[src/mcat_pkg.sv]
// ============================================================================
// Multicast address table package
// Sizes and codes shared by the multicast address table.
// ============================================================================
package mcat_pkg;

    localparam int MAX_ENTRIES = 16;
    localparam int IDX_W       = (MAX_ENTRIES > 1) ? $clog2(MAX_ENTRIES) : 1;
    localparam int COUNT_W     = $clog2(MAX_ENTRIES + 1);

    localparam int ADDR_W      = 48;
    localparam int STATUS_W    = 2;
    localparam int ENTRY_CNT_W = 5;

    localparam logic MODE_ADD    = 1'b0;
    localparam logic MODE_REMOVE = 1'b1;

    localparam logic [STATUS_W-1:0] ST_ADDED     = 2'd0;
    localparam logic [STATUS_W-1:0] ST_FULL      = 2'd1;
    localparam logic [STATUS_W-1:0] ST_REMOVED   = 2'd2;
    localparam logic [STATUS_W-1:0] ST_NOT_FOUND = 2'd3;

    typedef logic [ADDR_W-1:0]  addr_t;
    typedef logic [COUNT_W-1:0] count_t;
    typedef logic [IDX_W-1:0]   idx_t;

endpackage

[src/multicast_address_table.sv]
// ============================================================================
// Multicast address table
// Compact list of multicast MAC addresses with add and remove requests.
// ============================================================================
// A request word is taken when start is high and busy is low; its result
// appears on status, entry_count and pass_all_mcast while done is high for
// exactly one cycle, and the receiver cannot stall it. An add request gives
// its result in the cycle after it is taken. A remove request walks the list
// in a memory with one write port and one registered read port: each entry
// compared passes through S_RD and S_CMP, then each later entry moved down
// passes through S_SHRD and S_SHWR. The next request can be taken in the
// cycle in which done is high.
module multicast_address_table
(
    input  logic                                clk,
    input  logic                                rst_n,
    input  logic                                start,
    output logic                                busy,
    input  logic                                mode,
    input  logic [mcat_pkg::ADDR_W-1:0]         mac_address,
    output logic                                done,
    output logic [mcat_pkg::STATUS_W-1:0]       status,
    output logic [mcat_pkg::ENTRY_CNT_W-1:0]    entry_count,
    output logic                                pass_all_mcast
);

    localparam logic [2:0] S_IDLE = 3'd0;
    localparam logic [2:0] S_RD   = 3'd1;
    localparam logic [2:0] S_CMP  = 3'd2;
    localparam logic [2:0] S_SHRD = 3'd3;
    localparam logic [2:0] S_SHWR = 3'd4;

    logic [2:0]                     state_reg, state_next;
    mcat_pkg::count_t               count_reg, count_next;
    mcat_pkg::count_t               ptr_reg, ptr_next;
    logic                           flag_reg, flag_next;
    logic                           done_reg, done_next;
    logic [mcat_pkg::STATUS_W-1:0]  status_reg, status_next;
    mcat_pkg::addr_t                key_reg, key_next;

    mcat_pkg::addr_t                mem_array [mcat_pkg::MAX_ENTRIES];
    mcat_pkg::addr_t                rd_data_reg;
    logic                           wr_en;
    mcat_pkg::idx_t                 wr_idx;
    mcat_pkg::addr_t                wr_data;
    mcat_pkg::idx_t                 rd_idx;
    logic [mcat_pkg::COUNT_W:0]     ptr_plus1;

    assign ptr_plus1 = {1'b0, ptr_reg} + 1'b1;

    always_ff @(posedge clk)
    begin
        if (wr_en)
        begin
            mem_array[wr_idx] <= wr_data;
        end
        rd_data_reg <= mem_array[rd_idx];
    end

    always_comb
    begin
        state_next  = state_reg;
        count_next  = count_reg;
        ptr_next    = ptr_reg;
        flag_next   = flag_reg;
        done_next   = 1'b0;
        status_next = status_reg;
        key_next    = key_reg;
        wr_en       = 1'b0;
        wr_idx      = count_reg[mcat_pkg::IDX_W-1:0];
        wr_data     = mac_address;
        rd_idx      = ptr_reg[mcat_pkg::IDX_W-1:0];

        unique case (state_reg)
            S_IDLE:
            begin
                if (start)
                begin
                    key_next = mac_address;
                    ptr_next = '0;
                    if (mode == mcat_pkg::MODE_ADD)
                    begin
                        flag_next = 1'b1;
                        done_next = 1'b1;
                        if (count_reg >= mcat_pkg::COUNT_W'(mcat_pkg::MAX_ENTRIES))
                        begin
                            status_next = mcat_pkg::ST_FULL;
                        end
                        else
                        begin
                            wr_en       = 1'b1;
                            count_next  = count_reg + 1'b1;
                            status_next = mcat_pkg::ST_ADDED;
                        end
                    end
                    else
                    begin
                        state_next = S_RD;
                    end
                end
            end
            S_RD:
            begin
                if (ptr_reg >= count_reg)
                begin
                    status_next = mcat_pkg::ST_NOT_FOUND;
                    done_next   = 1'b1;
                    state_next  = S_IDLE;
                end
                else
                begin
                    state_next = S_CMP;
                end
            end
            S_CMP:
            begin
                if (rd_data_reg == key_reg)
                begin
                    state_next = S_SHRD;
                end
                else
                begin
                    ptr_next   = ptr_plus1[mcat_pkg::COUNT_W-1:0];
                    state_next = S_RD;
                end
            end
            S_SHRD:
            begin
                rd_idx = ptr_plus1[mcat_pkg::IDX_W-1:0];
                if (ptr_plus1 >= {1'b0, count_reg})
                begin
                    count_next  = count_reg - 1'b1;
                    status_next = mcat_pkg::ST_REMOVED;
                    done_next   = 1'b1;
                    state_next  = S_IDLE;
                end
                else
                begin
                    state_next = S_SHWR;
                end
            end
            S_SHWR:
            begin
                wr_en      = 1'b1;
                wr_idx     = ptr_reg[mcat_pkg::IDX_W-1:0];
                wr_data    = rd_data_reg;
                ptr_next   = ptr_plus1[mcat_pkg::COUNT_W-1:0];
                state_next = S_SHRD;
            end
            default:
            begin
                state_next = S_IDLE;
            end
        endcase
    end

    always_ff @(posedge clk or negedge rst_n)
    begin
        if (!rst_n)
        begin
            state_reg <= S_IDLE;
            count_reg <= '0;
            ptr_reg   <= '0;
            flag_reg  <= 1'b0;
            done_reg  <= 1'b0;
        end
        else
        begin
            state_reg <= state_next;
            count_reg <= count_next;
            ptr_reg   <= ptr_next;
            flag_reg  <= flag_next;
            done_reg  <= done_next;
        end
    end

    always_ff @(posedge clk)
    begin
        status_reg <= status_next;
        key_reg    <= key_next;
    end

    assign busy           = (state_reg != S_IDLE);
    assign done           = done_reg;
    assign status         = status_reg;
    assign entry_count    = mcat_pkg::ENTRY_CNT_W'(count_reg);
    assign pass_all_mcast = flag_reg;

endmodule

[config.mk]
export PLATFORM = sky130hd
export DESIGN_NAME = multicast_address_table
export DESIGN_NICKNAME = d
export VERILOG_FILES = /design/src/mcat_pkg.sv /design/src/multicast_address_table.sv
export SDC_FILE = /design/constraint.sdc
export NUM_CORES = 1
export LEC_CHECK = 0
export ABC_AREA = 1
export BUFFER_PORTS_ARGS = -buffer_cell sky130_fd_sc_hd__buf_2
export CAP_MARGIN = 20
export CORE_MARGIN = 2
export CORE_UTILIZATION = 40
export DETAILED_ROUTE_END_ITERATION = 10
export PLACE_DENSITY = 0.64
export SETUP_SLACK_MARGIN = 0.5
export SKIP_CTS_REPAIR_TIMING = 1
export SLEW_MARGIN = 10
export SYNTH_ARGS = -nofsm -noshare
export SYNTH_HDL_FRONTEND = slang
export SYNTH_SLANG_ARGS = --single-unit
[constraint.sdc]
create_clock -name clk -period 7.4 [get_ports clk]
set_input_delay 0.37 -clock clk [delete_from_list [all_inputs] [get_ports clk]]
set_output_delay 0.37 -clock clk [all_outputs]
set_load 0.1 [all_outputs]
==> Flow_metrics.wiki, run 1 <==
{| class="wikitable"
! Metric !! Value
|-
| Vias in the first global route || 22755
|-
| Largest net degree at the start of global routing || 163
|-
| Root Buffer || clkbuf_16
|-
| Cell area power density || 349 nW/µm²
|-
| Final worst path period share || 52.9%
|-
| Layer with the highest usage after global routing || met2
|-
| Number of top-level pins || 62
|-
| First-pass GRT wire length || 138 mm
|-
| Minimum clock period || 3.91 ns
|-
| Status || finished clean
|-
| Measured slew at the worst slew-check pin || 1.09 ns
|-
| HPWL after DPL || 50.0 mm
|-
| Unrepaired setup endpoints after global routing || false
|-
| Share of synthesized area occupied by flip-flops and latches || 69.9%
|-
| Fraction of registers with async set or reset after synthesis || 1.70%
|-
| Die Height || 308 µm
|-
| Fraction of final layout cells with drive strength greater than 1 || 8.97%
|-
| Area after DPL || 38600 µm²
|-
| Flip-flop and latch count after synthesis || 881
|-
| Met1 global-route usage || 26.9%
|-
| Routability cong. || 0.781
|-
| Maximum cell stage delay along the critical path || 0.82 ns
|-
| TritonCTS Sinks || 881
|-
| Number of clock buffers inserted by TritonCTS || 89
|-
| Summed area of non-filler cells in the final layout || 42300 µm²
|-
| Final hold violations || 0
|-
| Required time reported for the critical path endpoint || 7.69 ns
|-
| Worst slew slack as a fraction of its limit || 27.4%
|-
| Pins over their slew limit || 0
|-
| Worst clock skew on the final layout || 0.0274 ns
|-
| Highest-delay cell along the critical path || nor2_4
|-
| Cell area after synthesis || 37000 µm²
|-
| Area of the multi-input gates || 9180 µm²
|-
| Max Clk Rate || 256 MHz
|-
| Met3 Resource Use GR || 3.59%
|-
| Worst Setup Path Type || reg2reg
|-
| Type of destination of the critical path || flip-flop
|-
| Congestion Overflow GR || 0
|-
| Fin nets || 3614
|-
| First-pass detailed-route iteration total || 6
|-
| Number of antenna violations at the first check in global routing || 2
|-
| Main synth FF type || edfxtp_1
|-
| Post-placement setup slack || 3.51 ns
|-
| CTS tree || done
|-
| Total area of sequential cells || 25900 µm²
|-
| Min-Delay Path Class || in2reg
|-
| Clock transition at path regs || 0.06 ns
|-
| Critical Path AT || 4.20 ns
|-
| Post-synth EDFFs || 818
|-
| Clk Latency, worst-skew pair || 0.67 ns
|-
| Critical-path cell list || nor2_1, nand2_4, o21ai_0, inv_1, nor2_1, nand2_1, nor2_4, buf_4
|-
| Maximum resistive drop on vdd || 0.232 mV
|-
| Syn_area_per_cell || 10.7 µm²
|-
| Tot Pwr || 14.8 mW
|-
| R2r setup slk || 3.49 ns
|-
| Htree depth || 3
|-
| Number of warnings issued by yosys || 0
|-
| Final worst setup slack || 3.49 ns
|-
| Leak Pwr || 17.2 nW
|-
| Fin Setup TNS || 0 ns
|-
| Maximum Capacitance Violations || 0
|-
| Net count of the mapped netlist || 3519
|-
| Area of the die || 95000 µm²
|-
| Number of flip-flops in the largest register || 768
|-
| Drt total wl || 90.9 mm
|-
| Synth Instances || 3452
|-
| Via count || 24107
|-
| Max Fanout on Critical Path || 42
|-
| Post-detailed-route count of antenna-violating nets || 0
|-
| # rows || 111
|-
| Area growth from synthesis to layout || 14.1%
|-
| Most frequent cell on the critical path || nor2_1
|-
| Met2 track demand over resource || 30.6%
|-
| Yosys cell types || 35
|-
| Count of input and output buffers || 61
|-
| Per-cell routed wire length || 18.9 µm
|-
| DRC errors left || 0
|-
| Core box area || 91700 µm²
|-
| Number of filler instances in the final layout || 8204
|-
| Vias per std cell || 5.01
|-
| Antenna diode count || 0
|-
| Crit start category || flip-flop
|-
| Number of buffers between clock root and the deepest sink || 3
|-
| Final setup violation count || 0
|-
| Floorplan die width || 308 µm
|-
| Starting Density || 40.4%
|-
| Global Route Usage Sum || 19.2%
|-
| Iteration-0 DRC Markers || 2671
|}
worst paths after layout:
| check | cells past startpoint | startpoint | end |
|---|---|---|---|
| min in group asynchronous | 2 | rst_n | entry_count[1] |
| worst min-delay path | 3 | mode | state_reg[0] |
| max in group asynchronous | 2 | rst_n | ptr_reg[0] |
| worst min register to register | 2 | pass_all_mcast | pass_all_mcast |
| worst max register to register | 8 | state_reg[1] | mem_array[7][18] |
| worst max-delay path | 8 | state_reg[1] | mem_array[7][18] |
cells by family after synthesis:
| group | Yosys count | synth area share (%) |
|---|---|---|
| multiplexers | 17 | 0.517 |
| AND/OR/NAND/NOR | 1910 | 20.9 |
| XOR/XNOR | 21 | 0.497 |
| AO/OA/AOI/OAI | 107 | 1.94 |
| buffers and inverters | 501 | 5.72 |
| adder cells (fa/ha/maj) | 15 | 0.527 |
| flip-flops | 881 | 69.9 |
final cells by class:
type                            count  share of cell area, %
Sequential cell                   881                   61.3
Multi-Input combinational cell   2070                   21.7
Clock buffer                      114                   5.85
Tap cell                         1186                   3.51
Timing Repair Buffer              169                   3.14
Inverter                          336                   3.01
Clock inverter                     52                   1.47
placed cells by master, fill, tap and decap left out, types with 4 or more instances in the layout:
cell           count
a21oi_1            6
buf_12             5
buf_2             61
buf_4             52
bufinv_16         10
clkbuf_1          11
clkbuf_16         90
clkbuf_8          13
clkinv_1          13
clkinv_2          18
dfrtp_1           15
dfxtp_1           48
dlygate4sd3_1     48
edfxtp_1         818
ha_1              14
inv_1            328
inv_2              4
mux2_2            17
nand2_1         1436
nand3_1          396
nor2_1            46
nor2_4            17
o211ai_1          39
o211ai_2           9
o21ai_0           30
o21ai_1           18
xnor2_1           11
xor2_1            10
Yosys cell counts, drive strengths merged, types with 10 or more instances:
cell type / n / area share [%]
nand2: 1441 / 15
edfxtp: 818 / 66
nand3: 396 / 5.4
inv: 336 / 3.4
buf: 135 / 2.0
nor2: 64 / 0.71
o21ai: 52 / 0.74
dfxtp: 48 / 2.6
o211ai: 48 / 1.1
clkbuf: 30 / 0.30
mux2: 17 / 0.52
dfrtp: 15 / 1.0
ha: 14 / 0.47
xnor2: 11 / 0.26
xor2: 10 / 0.24
stage by stage:
| step | utilization, % | hold slack (ns) | cells |
|---|---|---|---|
| 3_3_place_gp | 42.1 | 0.302 | 4583 |
| 6_report | 46.1 | 0.0191 | 4808 |
| 2_1_floorplan | - | 0.0744 | 3452 |
| 3_5_place_dp | 42.1 | 0.305 | 4587 |
| 5_1_grt | 46.1 | 0.0111 | 4808 |
| 4_1_cts | 45.5 | -0.402 | 4753 |
worst max-delay path: cells and delay by family (launching register included):
family	cells	cell delay, ns
flip-flops	1	0.44
buffers and inverters	2	0.70
AND/OR/NAND/NOR	5	1.89
AO/OA/AOI/OAI	1	0.45
layer usage:
layer | vias to the layer above | share of wire, %
met5 | - | 0
met4 | 0 | 2.4
met3 | 140 | 8.1
met2 | 845 | 46
met1 | 11539 | 44
li1 | 11583 | -
power by group:
group	total, mW	internal (mW)	leakage [nW]	switching [mW]
logic	3.88	1.01	7.73	2.87
clock network	4.69	2.73	1.52	1.96
registers	6.19	5.99	7.97	0.199
No activity file was read; power rests on OpenSTA's default activity.
==> run 2, diff against run 1 <==
ABC_AREA = 0   (was 1)
PLACE_DENSITY = 0.66   (was 0.64)
clock period = 3.17 ns   (was 7.4 ns; I/O delays follow)
==> run 2 against run 1 <==
Global-route usage is 0.22 points lower. First-iteration DRC count down 12%. Sequential share of layout area is 3.3 points higher. Largest cell class unchanged. Largest power group unchanged. Highest routed layer unchanged.
==> Flow_metrics.wiki, run 2 <==
{| class="wikitable"
! Metric !! Value
|-
| R2r setup slk || 0.63 ns (was 3.49 ns)
|-
| Die Height || 295 µm (was 308 µm)
|-
| Number of flip-flops in the largest register || 768 (unchanged)
|-
| Maximum Capacitance Violations || 0 (unchanged)
|-
| Fraction of final layout cells with drive strength greater than 1 || 27.0% (was 8.97%)
|-
| Required time reported for the critical path endpoint || 3.50 ns (was 7.69 ns)
|-
| Largest net degree at the start of global routing || 49 (was 163)
|-
| Fin Setup TNS || 0 ns (unchanged)
|-
| TritonCTS Sinks || 881 (unchanged)
|-
| Drt total wl || 83.1 mm (was 90.9 mm)
|-
| Type of destination of the critical path || flip-flop (unchanged)
|-
| Switching portion of total power || 29.5% (was 34.0%)
|-
| Measured slew at the worst slew-check pin || 0.980 ns (was 1.09 ns)
|-
| Synth top cells by count || 818 x edfxtp_1, 201 x nand2_1, 192 x mux4_2 (was 1438 x nand2_1, 818 x edfxtp_1, 396 x nand3_1)
|-
| Hold Startpoint || start (was mode)
|-
| Cell area power density || 834 nW/µm² (was 349 nW/µm²)
|-
| Crit start category || flip-flop (unchanged)
|-
| Flip-flop and latch count after synthesis || 881 (unchanged)
|-
| Part of the power in the clock network || 30.1% (was 31.8%)
|-
| Unrepaired setup endpoints after global routing || false (unchanged)
|-
| Area of the die || 87000 µm² (was 95000 µm²)
|-
| Clk Latency, worst-skew pair || 0.65 ns (was 0.67 ns)
|-
| Yosys cell types || 58 (was 35)
|-
| Number of warnings issued by yosys || 0 (unchanged)
|-
| Worst slew slack as a fraction of its limit || 34.4% (was 27.4%)
|-
| Post-synth EDFFs || 818 (unchanged)
|-
| Core box area || 83700 µm² (was 91700 µm²)
|-
| Main synth FF type || edfxtp_1 (unchanged)
|-
| Worst clock skew on the final layout || 0.0191 ns (was 0.0274 ns)
|-
| Maximum cell stage delay along the critical path || 0.64 ns (was 0.82 ns)
|-
| Worst Setup Path Type || reg2reg (unchanged)
|-
| Number of antenna violations at the first check in global routing || 3 (was 2)
|-
| Per-cell routed wire length || 26.5 µm (was 18.9 µm)
|-
| Net count of the mapped netlist || 1766 (was 3519)
|-
| Count of input and output buffers || 61 (unchanged)
|-
| Iteration-0 DRC Markers || 2356 (was 2671)
|-
| Area growth from synthesis to layout || 18.4% (was 14.1%)
|-
| # rows || 106 (was 111)
|-
| Summed area of non-filler cells in the final layout || 40100 µm² (was 42300 µm²)
|-
| Share of synthesized area occupied by flip-flops and latches || 76.5% (was 69.9%)
|-
| Max Clk Rate || 393 MHz (was 256 MHz)
|-
| Final worst path period share || 80.2% (was 52.9%)
|-
| Number of buffers between clock root and the deepest sink || 3 (unchanged)
|-
| Non-filler instance count after layout || 3132 (was 4808)
|-
| Congestion Overflow GR || 0 (unchanged)
|-
| Most used standard cell by instance count after synthesis || edfxtp_1 (was nand2_1)
|-
| Internal power || 23.6 mW (was 9.74 mW)
|-
| First-pass detailed-route iteration total || 6 (unchanged)
|-
| Endpoint of the worst-slack reg-to-reg timing path || mem_array[1][45] (was mem_array[7][18])
|-
| Max Fanout on Critical Path || 48 (was 42)
|-
| Area after DPL || 36400 µm² (was 38600 µm²)
|-
| Vias per std cell || 5.62 (was 5.01)
|-
| Leak Pwr || 13.5 nW (was 17.2 nW)
|-
| Number of clock buffers inserted by TritonCTS || 87 (was 89)
|-
| Root Buffer || clkbuf_16 (unchanged)
|-
| Sequential share of power || 43.6% (was 41.9%)
|-
| Cell type with the largest total area after synthesis || edfxtp_1 (unchanged)
|-
| Comb pwr share || 26.2% (was 26.3%)
|-
| Pins over their slew limit || 0 (unchanged)
|-
| DRC errors left || 0 (unchanged)
|-
| Critical-path cell list || buf_4, nor2_1, and2_2, nor3_1, o21ai_1, nor2_4, buf_12 (was nor2_1, nand2_4, o21ai_0, inv_1, nor2_1, nand2_1, nor2_4, buf_4)
|-
| Commonest cells after routing, fill and taps aside || 818 x edfxtp_1, 200 x nand2_1, 192 x mux4_2 (was 1436 x nand2_1, 818 x edfxtp_1, 396 x nand3_1)
|-
| Final worst setup slack || 0.627 ns (was 3.49 ns)
|-
| Global Route Usage Sum || 18.9% (was 19.2%)
|-
| Via count || 17598 (was 24107)
|-
| Syn_area_per_cell || 19.9 µm² (was 10.7 µm²)
|-
| Fin nets || 1989 (was 3614)
|-
| P_sw || 9.86 mW (was 5.03 mW)
|-
| Post-placement setup slack || 0.386 ns (was 3.51 ns)
|-
| Final hold violations || 0 (unchanged)
|-
| Synth Instances || 1699 (was 3452)
|-
| Number of cells in the design after placement || 2891 (was 4587)
|-
| Routability cong. || 0.858 (was 0.781)
|-
| Hold-critical path endpoint || state_reg[0] (unchanged)
|-
| Post-detailed-route count of antenna-violating nets || 0 (unchanged)
|-
| Fraction of registers with async set or reset after synthesis || 1.70% (unchanged)
|-
| Highest-delay cell along the critical path || o21ai_1 (was nor2_4)
|-
| Min-Delay Path Class || in2reg (unchanged)
|-
| Clock transition at path regs || 0.06 ns (about the same)
|-
| HPWL after DPL || 44.1 mm (was 50.0 mm)
|-
| Minimum clock period || 2.54 ns (was 3.91 ns)
|-
| Most common library cell in the layout ignoring fill and taps || edfxtp_1 (was nand2_1)
|-
| Maximum resistive drop on vdd || 0.696 mV (was 0.232 mV)
|-
| Status || finished clean (unchanged)
|-
| Tightest hold margin || 0.0126 ns (was 0.0191 ns)
|-
| Start of the worst register-to-register path || state_reg[0] (was state_reg[1])
|-
| Worst hold path depth || 3 (unchanged)
|-
| Starting Density || 40.5% (was 40.4%)
|-
| Number of top-level pins || 62 (unchanged)
|-
| Proportion of netlist area held by the largest area contributor || 72.6% (was 66.3%)
|-
| Vias in the first global route || 17294 (was 22755)
|-
| Largest cells by area after synthesis || edfxtp_1 73%, mux4_2 13%, dfxtp_1 2.8%, nand2_1 2.2%, a22oi_1 2.1% (was edfxtp_1 66%, nand2_1 15%, nand3_1 5.4%, inv_1 3.3%, dfxtp_1 2.6%)
|-
| Floorplan die width || 295 µm (was 308 µm)
|-
| Critical Path AT || 2.87 ns (was 4.20 ns)
|-
| FF-to-FF path depth || 7 (was 8)
|-
| First-pass GRT wire length || 118 mm (was 138 mm)
|-
| Cell area after synthesis || 33900 µm² (was 37000 µm²)
|-
| Final setup violation count || 0 (unchanged)
|-
| Htree depth || 3 (unchanged)
|-
| CTS tree || done (unchanged)
|}
==> run 2: changes by cell type after synthesis, moves of 78 or more <==
cell,before,now
nand2_1,1438,201
nand3_1,396,8
inv_1,329,18
mux4_2,0,192
a22oi_1,0,96
buf_2,111,33
==> run 2: worst max-delay path: cells and delay by family, from the launching register on <==
kind	cells	cell delay, ns
AND/OR/NAND/NOR	4	0.69
AO/OA/AOI/OAI	1	0.64
buffers and inverters	2	0.47
flip-flops	1	0.38
==> run 2: logic make-up (layout without fill, tap and decap cells) <==
logic type	Yosys count	count (layout)	synth area share, %
xor+xnor	54	54	1.42
mux	193	193	12.8
compound gates	153	153	3.29
other cells	0	2	0
simple gates	301	301	3.93
fa+ha+maj	15	15	0.577
buf+inv	102	399	1.48
flops	881	881	76.5
==> run 2: layout make-up <==
cell class,count,area (µm²)
clock inverters,59,502
fillers,6786,43600
well taps,1134,1420
inverters,19,73.8
multi-input cells,716,7710
flip-flops and latches,881,25900
diodes,2,5.00
repair buffers,217,2170
clock buffers,104,2300
==> run 2: power groups by stage <==
stage               logic, mW  registers [mW]  clock network (mW)
floorplan                5.52            15.0                   0
global placement         8.24            14.8                   0
detailed placement       8.34            14.8                   0
CTS                      8.36            14.6                10.2
global route             9.39            14.7                10.7
finish                   8.78            14.6                10.1
==> run 2: how the worst max path moves through the flow <==
| stage | endpoint | startpoint | slack (ns) | cells past startpoint |
|---|---|---|---|---|
| after floorplan | key_reg[0] | state_reg[2] | 0.55 | 3 |
| after global placement | rd_data_reg[27] | state_reg[1] | 0.42 | 9 |
| after detailed placement | rd_data_reg[27] | state_reg[1] | 0.39 | 9 |
| after CTS | rd_data_reg[27] | state_reg[2] | 0.37 | 10 |
| after global routing | mem_array[11][27] | state_reg[0] | 0.50 | 8 |
| final | mem_array[1][45] | state_reg[0] | 0.63 | 7 |
==> run 2: metal layers <==
metal / global-route usage [%] / share of wire, % / up-vias
li1: - / - / 7372
met1: 27.0 / 41 / 9274
met2: 30.1 / 48 / 831
met3: 3.01 / 8.6 / 121
met4: 5.94 / 2.5 / 0
met5: 0 / 0 / -
==> run 2: per-stage QoR <==
stage	utilization (%)	power, mW
after global placement	43.5	23.0
after global routing	47.9	34.7
after detailed placement	43.5	23.2
after CTS	46.9	33.2
after floorplan	-	20.5
final	47.9	33.4
